## src/design/utbd_pkg.sv

```systemverilog
package utbd_pkg;

  // Sizing of the converter.
  localparam int NUMBER_WIDTH = 64;
  localparam int MAX_BASE     = 16;
  localparam int DIGIT_DEPTH  = 64;

  // The divider retires this many dividend bits per cycle.
  localparam int STEP_BITS = 8;
  localparam int CHUNKS    = (NUMBER_WIDTH + STEP_BITS - 1) / STEP_BITS;
  localparam int VAL_W     = CHUNKS * STEP_BITS;
  localparam int CHUNK_CW  = $clog2(CHUNKS + 1);

  // Fixed field widths of the ports.
  localparam int IN_W      = 64;
  localparam int CFG_W     = 64;
  localparam int CODE_W    = 8;
  localparam int COUNT_W   = 7;
  localparam int RADIX_W   = 5;
  localparam int DIGIT_W   = 4;
  localparam int ALPHA_N   = 16;
  localparam int ALPHA_HALF = ALPHA_N / 2;

  localparam int ADDR_W = $clog2(DIGIT_DEPTH);
  localparam int CNT_W  = $clog2(DIGIT_DEPTH + 1);

  // Register indexes of the configuration port.
  localparam int CFG_IDX_W = 2;
  localparam logic [CFG_IDX_W-1:0] CFG_BASE_LEN   = 2'd0;
  localparam logic [CFG_IDX_W-1:0] CFG_ALPHA_LOW  = 2'd1;
  localparam logic [CFG_IDX_W-1:0] CFG_ALPHA_HIGH = 2'd2;

  // Character codes that an alphabet may not contain.
  localparam logic [CODE_W-1:0] CHAR_NUL   = 8'h00;
  localparam logic [CODE_W-1:0] CHAR_PLUS  = 8'h2B;
  localparam logic [CODE_W-1:0] CHAR_MINUS = 8'h2D;

  typedef logic [CODE_W-1:0] code_t;
  typedef code_t alphabet_t [ALPHA_N];

endpackage

```

## src/design/unsigned_to_base_digits.sv

```systemverilog
// Sequencing: an invalid alphabet passes through the ERR state, and its error word is loaded
// into the output register once that has room. A valid number is divided one digit at a time
// in the shared divider, then characters leave one per cycle while the output is not stalled.
// One input word is in flight at a time.
// Reset (rst_n low, synchronous) clears the sequencer, the output valid flag and the
// configuration registers; the digit store is not cleared and needs no clearing pass.
module unsigned_to_base_digits
  import utbd_pkg::*;
(
  input  logic                 clk,
  input  logic                 rst_n,
  // Configuration write port.
  input  logic                 cfg_we,
  input  logic [CFG_IDX_W-1:0] cfg_index,
  input  logic [CFG_W-1:0]     cfg_wdata,
  // Input channel.
  input  logic                 in_valid,
  output logic                 in_stall,
  input  logic [IN_W-1:0]      in_number,
  // Result channel.
  output logic                 out_valid,
  input  logic                 out_stall,
  output logic [CODE_W-1:0]    out_char_code,
  output logic                 out_is_last,
  output logic                 out_base_error,
  output logic [COUNT_W-1:0]   out_char_count
);

  // The sequencer has four phases. IDLE waits for a word. ERR delivers the single error
  // word when the alphabet fails validation. DIV runs the shared divider: each cycle it
  // folds one byte of the value into the running remainder, and after its CHUNKS steps the
  // value register holds the quotient and the remainder is the next digit, least
  // significant first. EMIT reads the digit store backwards and maps digits through the
  // alphabet, so characters leave most significant first.
  typedef enum logic [1:0] {
    ST_IDLE,
    ST_ERR,
    ST_DIV,
    ST_EMIT
  } state_t;

  state_t                state_r, state_nxt;
  logic [RADIX_W-1:0]    base_len_r;
  logic [CFG_W-1:0]      alpha_lo_r;
  logic [CFG_W-1:0]      alpha_hi_r;

  logic [VAL_W-1:0]      val_r, val_nxt;
  logic [DIGIT_W-1:0]    rem_r, rem_nxt;
  logic [CHUNK_CW-1:0]   chunk_r, chunk_nxt;
  logic                  qnz_r, qnz_nxt;
  logic [CNT_W-1:0]      n_r, n_nxt;
  logic [CNT_W-1:0]      issue_r, issue_nxt;
  logic [CNT_W-1:0]      k_r, k_nxt;
  logic                  rd_pend_r, rd_pend_nxt;

  logic                  out_valid_r, out_valid_nxt;
  logic [CODE_W-1:0]     out_char_r, out_char_nxt;
  logic                  out_last_r, out_last_nxt;
  logic                  out_err_r, out_err_nxt;
  logic [COUNT_W-1:0]    out_cnt_r, out_cnt_nxt;

  alphabet_t             alpha;
  logic                  alpha_ok;
  logic [STEP_BITS-1:0]  qbyte;
  logic [DIGIT_W-1:0]    step_rem;
  logic                  can_load;
  logic                  load;
  logic                  rd_issue;
  logic                  ram_we;
  logic [ADDR_W-1:0]     rd_addr;
  logic [DIGIT_W-1:0]    rd_digit;
  logic                  accept;

  // Unpack the two configuration words into one code per digit.
  always_comb begin
    for (int k = 0; k < ALPHA_N; k++) begin
      if (k < ALPHA_HALF) begin
        alpha[k] = alpha_lo_r[CODE_W*k +: CODE_W];
      end else begin
        alpha[k] = alpha_hi_r[CODE_W*(k-ALPHA_HALF) +: CODE_W];
      end
    end
  end

  // Alphabet check: the radix must lie in range, and the codes in use must be
  // free of zero, plus and minus, and all distinct. The pairwise compares are
  // independent of each other and reduce through one OR.
  always_comb begin
    logic bad;
    logic in_use;
    bad = (base_len_r < RADIX_W'(2)) || (base_len_r > RADIX_W'(MAX_BASE));
    for (int k = 0; k < ALPHA_N; k++) begin
      in_use = RADIX_W'(k) < base_len_r;
      if (in_use && (alpha[k] == CHAR_NUL || alpha[k] == CHAR_PLUS ||
                     alpha[k] == CHAR_MINUS)) begin
        bad = 1'b1;
      end
      for (int j = 0; j < k; j++) begin
        if (in_use && alpha[j] == alpha[k]) begin
          bad = 1'b1;
        end
      end
    end
    alpha_ok = !bad;
  end

  // One divider step: long division of the top byte of the value by the radix,
  // one bit at a time. The remainder stays below the radix, so it fits in a digit.
  always_comb begin
    logic [RADIX_W-1:0] t;
    logic [DIGIT_W-1:0] r;
    r = rem_r;
    for (int i = STEP_BITS - 1; i >= 0; i--) begin
      t = {r, val_r[VAL_W-STEP_BITS+i]};
      if (t >= base_len_r) begin
        t = t - base_len_r;
        qbyte[i] = 1'b1;
      end else begin
        qbyte[i] = 1'b0;
      end
      r = t[DIGIT_W-1:0];
    end
    step_rem = r;
  end

  assign in_stall = (state_r != ST_IDLE);
  assign accept   = in_valid && !in_stall;

  // The output register can take a new word when it is empty or being drained.
  assign can_load = !out_valid_r || !out_stall;

  // In EMIT a word is loaded when store data is waiting and the output has room.
  // A new read goes out when nothing is pending or the pending data is being used.
  assign load     = (state_r == ST_EMIT) && rd_pend_r && can_load;
  assign rd_issue = (state_r == ST_EMIT) && (issue_r < n_r) && (!rd_pend_r || load);
  assign rd_addr  = ADDR_W'(n_r - issue_r - CNT_W'(1));
  assign ram_we   = (state_r == ST_DIV) && (chunk_r == CHUNK_CW'(CHUNKS - 1));

  utbd_ram #(
    .WIDTH (DIGIT_W),
    .DEPTH (DIGIT_DEPTH)
  ) u_digit_store (
    .clk     (clk),
    .wr_en   (ram_we),
    .wr_addr (n_r[ADDR_W-1:0]),
    .wr_data (step_rem),
    .rd_en   (rd_issue),
    .rd_addr (rd_addr),
    .rd_data (rd_digit)
  );

  always_comb begin
    state_nxt     = state_r;
    val_nxt       = val_r;
    rem_nxt       = rem_r;
    chunk_nxt     = chunk_r;
    qnz_nxt       = qnz_r;
    n_nxt         = n_r;
    issue_nxt     = issue_r;
    k_nxt         = k_r;
    rd_pend_nxt   = rd_pend_r;
    out_char_nxt  = out_char_r;
    out_last_nxt  = out_last_r;
    out_err_nxt   = out_err_r;
    out_cnt_nxt   = out_cnt_r;

    if (out_stall) begin
      out_valid_nxt = out_valid_r;
    end else begin
      out_valid_nxt = 1'b0;
    end

    unique case (state_r)
      ST_IDLE: begin
        if (accept) begin
          if (alpha_ok) begin
            val_nxt   = VAL_W'(in_number[NUMBER_WIDTH-1:0]);
            rem_nxt   = '0;
            chunk_nxt = '0;
            qnz_nxt   = 1'b0;
            n_nxt     = '0;
            state_nxt = ST_DIV;
          end else begin
            state_nxt = ST_ERR;
          end
        end
      end

      ST_ERR: begin
        if (can_load) begin
          out_valid_nxt = 1'b1;
          out_char_nxt  = '0;
          out_last_nxt  = 1'b1;
          out_err_nxt   = 1'b1;
          out_cnt_nxt   = '0;
          state_nxt     = ST_IDLE;
        end
      end

      ST_DIV: begin
        // The quotient bytes shift in at the bottom as the dividend shifts out at the top.
        val_nxt = (val_r << STEP_BITS) | VAL_W'(qbyte);
        rem_nxt = step_rem;
        qnz_nxt = qnz_r || (qbyte != '0);
        if (chunk_r == CHUNK_CW'(CHUNKS - 1)) begin
          // Digit complete: it is written to the store this cycle.
          chunk_nxt = '0;
          rem_nxt   = '0;
          qnz_nxt   = 1'b0;
          n_nxt     = n_r + CNT_W'(1);
          // Stop on a zero quotient, or when the store is full (only the least
          // significant digits are then kept).
          if (!(qnz_r || (qbyte != '0)) || (n_r == CNT_W'(DIGIT_DEPTH - 1))) begin
            issue_nxt   = '0;
            k_nxt       = '0;
            rd_pend_nxt = 1'b0;
            state_nxt   = ST_EMIT;
          end
        end else begin
          chunk_nxt = chunk_r + CHUNK_CW'(1);
        end
      end

      ST_EMIT: begin
        if (rd_issue) begin
          issue_nxt   = issue_r + CNT_W'(1);
          rd_pend_nxt = 1'b1;
        end else if (load) begin
          rd_pend_nxt = 1'b0;
        end
        if (load) begin
          out_valid_nxt = 1'b1;
          out_char_nxt  = alpha[rd_digit];
          out_last_nxt  = (k_r + CNT_W'(1) == n_r);
          out_err_nxt   = 1'b0;
          out_cnt_nxt   = COUNT_W'(k_r + CNT_W'(1));
          k_nxt         = k_r + CNT_W'(1);
          if (k_r + CNT_W'(1) == n_r) begin
            state_nxt = ST_IDLE;
          end
        end
      end

      default: begin
        state_nxt = ST_IDLE;
      end
    endcase
  end

  always_ff @(posedge clk) begin
    if (!rst_n) begin
      state_r     <= ST_IDLE;
      base_len_r  <= '0;
      alpha_lo_r  <= '0;
      alpha_hi_r  <= '0;
      chunk_r     <= '0;
      qnz_r       <= 1'b0;
      n_r         <= '0;
      issue_r     <= '0;
      k_r         <= '0;
      rd_pend_r   <= 1'b0;
      out_valid_r <= 1'b0;
    end else begin
      state_r     <= state_nxt;
      chunk_r     <= chunk_nxt;
      qnz_r       <= qnz_nxt;
      n_r         <= n_nxt;
      issue_r     <= issue_nxt;
      k_r         <= k_nxt;
      rd_pend_r   <= rd_pend_nxt;
      out_valid_r <= out_valid_nxt;
      if (cfg_we) begin
        unique case (cfg_index)
          CFG_BASE_LEN:   base_len_r <= cfg_wdata[RADIX_W-1:0];
          CFG_ALPHA_LOW:  alpha_lo_r <= cfg_wdata;
          CFG_ALPHA_HIGH: alpha_hi_r <= cfg_wdata;
          default: begin
          end
        endcase
      end
    end
    // Datapath registers carry no reset.
    val_r      <= val_nxt;
    rem_r      <= rem_nxt;
    out_char_r <= out_char_nxt;
    out_last_r <= out_last_nxt;
    out_err_r  <= out_err_nxt;
    out_cnt_r  <= out_cnt_nxt;
  end

  assign out_valid      = out_valid_r;
  assign out_char_code  = out_char_r;
  assign out_is_last    = out_last_r;
  assign out_base_error = out_err_r;
  assign out_char_count = out_cnt_r;

endmodule

```

## src/design/utbd_ram.sv

```systemverilog
module utbd_ram #(
  parameter int WIDTH = 4,
  parameter int DEPTH = 64
) (
  input  logic                     clk,
  input  logic                     wr_en,
  input  logic [$clog2(DEPTH)-1:0] wr_addr,
  input  logic [WIDTH-1:0]         wr_data,
  input  logic                     rd_en,
  input  logic [$clog2(DEPTH)-1:0] rd_addr,
  output logic [WIDTH-1:0]         rd_data
);

  logic [WIDTH-1:0] mem_r [DEPTH];
  logic [WIDTH-1:0] rd_data_r;

  always_ff @(posedge clk) begin
    if (wr_en) begin
      mem_r[wr_addr] <= wr_data;
    end
    if (rd_en) begin
      rd_data_r <= mem_r[rd_addr];
    end
  end

  assign rd_data = rd_data_r;

endmodule
```

## config.mk

```make
export PLATFORM = sky130hd
export DESIGN_NAME = unsigned_to_base_digits
export DESIGN_NICKNAME = d
export VERILOG_FILES = /design/src/design/utbd_pkg.sv /design/src/design/unsigned_to_base_digits.sv /design/src/design/utbd_ram.sv
export SDC_FILE = /design/constraint.sdc
export NUM_CORES = 2
export LEC_CHECK = 0
export BUFFER_PORTS_ARGS = -buffer_cell sky130_fd_sc_hd__buf_2
export CAP_MARGIN = 10
export CORE_ASPECT_RATIO = 0.6
export CORE_MARGIN = 2
export CORE_UTILIZATION = 35
export CTS_CLUSTER_DIAMETER = 60
export DETAILED_ROUTE_END_ITERATION = 12
export PLACE_DENSITY_LB_ADDON = 0.05
export RECOVER_POWER = 25
export SETUP_SLACK_MARGIN = 0.05
export SYNTH_ARGS = -nofsm -noshare
export SYNTH_HDL_FRONTEND = slang
export SYNTH_SLANG_ARGS = --single-unit
```

## constraint.sdc

```tcl
create_clock -name clk -period 16.2 [get_ports clk]
set_input_delay 0.81 -clock clk [delete_from_list [all_inputs] [get_ports clk]]
set_output_delay 0.81 -clock clk [all_outputs]
set_load 0.005 [all_outputs]
```

==> flow_summary.html <==
<table>
<tr><th>Metric</th><th>Value</th></tr>
<tr><th colspan="2">Clocking</th></tr>
<tr><td>CTS buffer count</td><td>56</td></tr>
<tr><td>Worst-case clock buffer depth</td><td>3</td></tr>
<tr><td>Master cell of the clock root buffer</td><td>sky130_fd_sc_hd__clkbuf_16</td></tr>
<tr><td>Number of gates resized after cts</td><td>0</td></tr>
<tr><td>TritonCTS clock tree</td><td>yes</td></tr>
<tr><td>Total setup buffers inserted after CTS</td><td>0</td></tr>
<tr><td>Clock latency reported for the late side of the worst-skew pair</td><td>roughly 660 ps</td></tr>
<tr><td>Clock Sink Count</td><td>~510</td></tr>
<tr><td>CTS H-tree lvls</td><td>2</td></tr>
<tr><td>Number of hold buffers added after cts</td><td>0</td></tr>
<tr><td>Clock transition at the registers of the reported paths</td><td>70 ps</td></tr>
<tr><th colspan="2">Finish</th></tr>
<tr><td>Cell area after layout</td><td>about 0.040 mm2</td></tr>
<tr><td>Register area</td><td>0.01363 mm2</td></tr>
<tr><td>Final Net Count</td><td>3760</td></tr>
<tr><td>Ratio of cells with drive above 1 in the final layout</td><td>roughly 15%</td></tr>
<tr><td>Leading cell type in the layout, fill and taps excluded</td><td>sky130_fd_sc_hd__xnor2_1</td></tr>
<tr><td>Multi-input combinational cell area</td><td>just over 0.02 mm2</td></tr>
<tr><td>Filler cell count in the final layout</td><td>between 10000 and 15000</td></tr>
<tr><td>Non-filler instance count after layout</td><td>5005</td></tr>
<tr><td>Commonest cells after routing, fill and taps aside</td><td>sky130_fd_sc_hd__xnor2_1 (534), sky130_fd_sc_hd__nand2_1 (508), sky130_fd_sc_hd__xor2_1 (476), sky130_fd_sc_hd__edfxtp_1 (345), sky130_fd_sc_hd__dfxtp_1 (155)</td></tr>
<tr><td>Syn-to-layout area delta</td><td>9.294%</td></tr>
<tr><th colspan="2">Timing</th></tr>
<tr><td>Final Hold Violating Endpoints</td><td>0</td></tr>
<tr><td>Minimum period implied by the final worst setup slack</td><td>approximately 15000 ps</td></tr>
<tr><td>Relative slew slack</td><td>-167.3%</td></tr>
<tr><td>Final TNS setup</td><td>0 ps</td></tr>
<tr><td>Slew at the pin closest to its max-slew limit</td><td>~4000 ps</td></tr>
<tr><td>Highest attainable clock frequency</td><td>0.06894 GHz</td></tr>
<tr><td>Clock skew</td><td>29.12 ps</td></tr>
<tr><td>Post-route fraction of the period consumed by the critical path</td><td>89.54%</td></tr>
<tr><td>Max-slew violation count</td><td>between 200 and 250</td></tr>
<tr><td>Setup repair after global routing missed its margin</td><td>no</td></tr>
<tr><td>Final count of negative-setup-slack endpoints</td><td>0</td></tr>
<tr><th colspan="2">Routing</th></tr>
<tr><td>Starting DRC count in detailed routing</td><td>about 3200</td></tr>
<tr><td>Count of unresolved DRC violations after routing</td><td>0</td></tr>
<tr><td>Final Routed Wirelength</td><td>between 100000 and 150000 um</td></tr>
<tr><td>Total number of vias</td><td>approximately 28000</td></tr>
<tr><td>Final ANT Viol Nets</td><td>0</td></tr>
<tr><td>Detailed Routing Iterations Pass 1</td><td>6</td></tr>
<tr><td>Average wire per standard cell</td><td>approximately 28 um</td></tr>
<tr><td>Via/cell ratio</td><td>~5.6</td></tr>
<tr><th colspan="2">Setup path</th></tr>
<tr><td>Data arrival time of the critical path</td><td>roughly 15000 ps</td></tr>
<tr><td>Capturing element type of the critical path</td><td>register</td></tr>
<tr><td>Total buffers and inverters traversed by the critical path</td><td>6</td></tr>
<tr><td>Kind of launch point of the worst setup path</td><td>register</td></tr>
<tr><td>Max stage delay cell, worst path</td><td>sky130_fd_sc_hd__clkinv_1</td></tr>
<tr><td>Cell mode on critical path</td><td>sky130_fd_sc_hd__a21oi_1</td></tr>
<tr><td>Critical Path Fanout Max</td><td>17</td></tr>
<tr><td>CP delay by family, top</td><td>compound AO/OA/AOI/OAI gates</td></tr>
<tr><td>Critical path's largest stage delay</td><td>890 ps</td></tr>
<tr><td>Required time at the endpoint of the critical path</td><td>16780 ps</td></tr>
<tr><td>Category of the most critical setup path</td><td>register to register</td></tr>
<tr><th colspan="2">Outcome</th></tr>
<tr><td>Run status</td><td>finished, violations left</td></tr>
<tr><td>Violated checks</td><td>max-capacitance violations, max-slew violations</td></tr>
<tr><th colspan="2">Yosys</th></tr>
<tr><td>Library cell occupying the most area in the post-synthesis netlist</td><td>sky130_fd_sc_hd__edfxtp_1</td></tr>
<tr><td>Synth Net Count</td><td>approximately 3800</td></tr>
<tr><td>Sequential element share of the synthesized area</td><td>a little under two fifths</td></tr>
<tr><td>Portion of synthesized cell area occupied by the leading cell type</td><td>between 20% and 30%</td></tr>
<tr><td>Number of enable-type register cells in the synthesized netlist</td><td>345</td></tr>
<tr><td>Most common flop cell mapped by yosys</td><td>sky130_fd_sc_hd__edfxtp_1</td></tr>
<tr><td>Post-Syn Area per Cell</td><td>10.16 um2</td></tr>
<tr><td>Register bit total from synthesis</td><td>between 500 and 600</td></tr>
<tr><td>Number of distinct library cells after synthesis</td><td>70</td></tr>
<tr><td>Share of flip-flops with an asynchronous set or reset after synthesis</td><td>0%</td></tr>
<tr><td>Mapped Cells</td><td>between 3000 and 4000</td></tr>
<tr><td>Synth Warn #</td><td>0</td></tr>
<tr><td>Cell area after synthesis</td><td>0.03623 mm2</td></tr>
<tr><td>Area contributors post-synth</td><td>sky130_fd_sc_hd__edfxtp_1 (29%), sky130_fd_sc_hd__xnor2_1 (13%), sky130_fd_sc_hd__xor2_1 (12%), sky130_fd_sc_hd__dfxtp_1 (9.0%), sky130_fd_sc_hd__mux4_2 (7.5%)</td></tr>
<tr><th colspan="2">Placed design</th></tr>
<tr><td>Count of input and output buffers</td><td>approximately 150</td></tr>
<tr><td>HPWL reported at the end of detailed placement</td><td>89500 um</td></tr>
<tr><td>Post-DP Area</td><td>between 0.03 and 0.04 mm2</td></tr>
<tr><td>Final weighted congestion in routability-driven placement</td><td>roughly 0.91</td></tr>
<tr><td>Number of placed instances, taps included</td><td>about 4900</td></tr>
<tr><th colspan="2">GRT</th></tr>
<tr><td>Vias in the first global route</td><td>roughly 27000</td></tr>
<tr><td>Pin count of the biggest net entering global routing</td><td>between 90 and 100</td></tr>
<tr><td>Global-route total usage across every layer</td><td>approximately 26%</td></tr>
<tr><td>Congestion Overflow GR</td><td>0</td></tr>
<tr><td>Global-route wire length before repair</td><td>between 150000 and 200000 um</td></tr>
<tr><td>Initial antenna violation count</td><td>10</td></tr>
<tr><th colspan="2">Floorplan</th></tr>
<tr><td>Die H</td><td>~250 um</td></tr>
<tr><td>Number of rows in the core area</td><td>91</td></tr>
<tr><td>Area enclosed by the die boundary</td><td>about 0.11 mm2</td></tr>
<tr><td>Core Area</td><td>0.1027 mm2</td></tr>
<tr><td>Count of boundary I/O pins</td><td>between 150 and 200</td></tr>
<tr><td>Width of the chip</td><td>roughly 420 um</td></tr>
<tr><td>Starting density of the core</td><td>a little over a third</td></tr>
<tr><th colspan="2">Flow run</th></tr>
<tr><td>Max Cap Viol</td><td>4</td></tr>
<tr><th colspan="2">Min path</th></tr>
<tr><td>Worst min path class</td><td>input port to register</td></tr>
</table>
[metal layers]
| metal | up-vias | wire length, um | track usage, % |
|---|---|---|---|
| li1 | 12310 | - | - |
| met1 | 14010 | 67650 | 39.80 |
| met2 | 1349 | 54100 | 34.79 |
| met3 | 233 | 12840 | 5.718 |
| met4 | 0 | 3679 | 6.876 |
| met5 | - | 0 | 0 |
[cells by family after synthesis]
kind of cell             share of synthesized area, %
XOR/XNOR                                        24.47
adder cells (fa/ha/maj)                         2.397
buffers and inverters                           6.628
AND/OR/NAND/NOR                                 14.04
AO/OA/AOI/OAI                                   6.410
multiplexers                                    8.455
flip-flops                                      37.61
[sequential cells by signal, summed over array words and instances, names as in the netlist, 8 cells and up]
| name | count |
|---|---|
| val_r | 64 |
| out_char_code | 8 |
| u_digit_store.mem_r | 256 |
| alpha_hi_r | 64 |
| alpha_lo_r | 64 |
[worst reg2reg max path: cells and delay by family (launching register included)]
kind	cells	cell delay [ps]
DFF	1	860
AOI/OAI and AO/OA	33	7800
muxes	1	410
and+or+nand+nor	4	1160
adders and majority gates	8	2790
buffers and inverters	6	1400
[cell usage after synthesis (all sizes together), types with 41 or more instances]
cell / count
xnor2: 536
nand2: 508
xor2: 476
edfxtp: 345
buf: 276
dfxtp: 163
nor2: 153
nand4: 145
a21boi: 130
nor4: 126
mux4: 120
a21oi: 88
clkbuf: 87
ha: 55
nand3: 47
inv: 41
[stage by stage]
step | hold WS (ps) | setup slack (ps) | util [%]
floorplan | 440.1 | 3875 | -
global placement | 456.8 | 1959 | 36.72
detailed placement | 464.0 | 1582 | 36.72
CTS | 353.6 | 1530 | 38.58
global route | 376.4 | 47.51 | 38.55
finish | 401.3 | 1694 | 38.55
[worst paths after layout]
check / startpoint / cells after the start / end / slack, ps
worst min register to register: alpha_lo_r[21] / 2 / alpha_lo_r[21] / 470
worst max-delay path: base_len_r[1] / 52 / issue_r[3] / 1690
worst max register to register: base_len_r[1] / 52 / issue_r[3] / 1690
worst min-delay path: cfg_wdata[59] / 3 / alpha_lo_r[59] / 400
[cell type report]
cell class | instances | share of cell area, %
sequential | 508 | 34.43
clock inverter | 43 | 1.239
timing repair buffer | 300 | 4.664
inverter | 46 | 0.4361
tap | 1395 | 4.408
multi-input combinational | 2649 | 51.21
antenna | 2 | 0.01264
clock buffer | 62 | 3.596
Power is not shown: default switching activity piles up to over one toggle a cycle in this logic, so the estimate is an artifact.
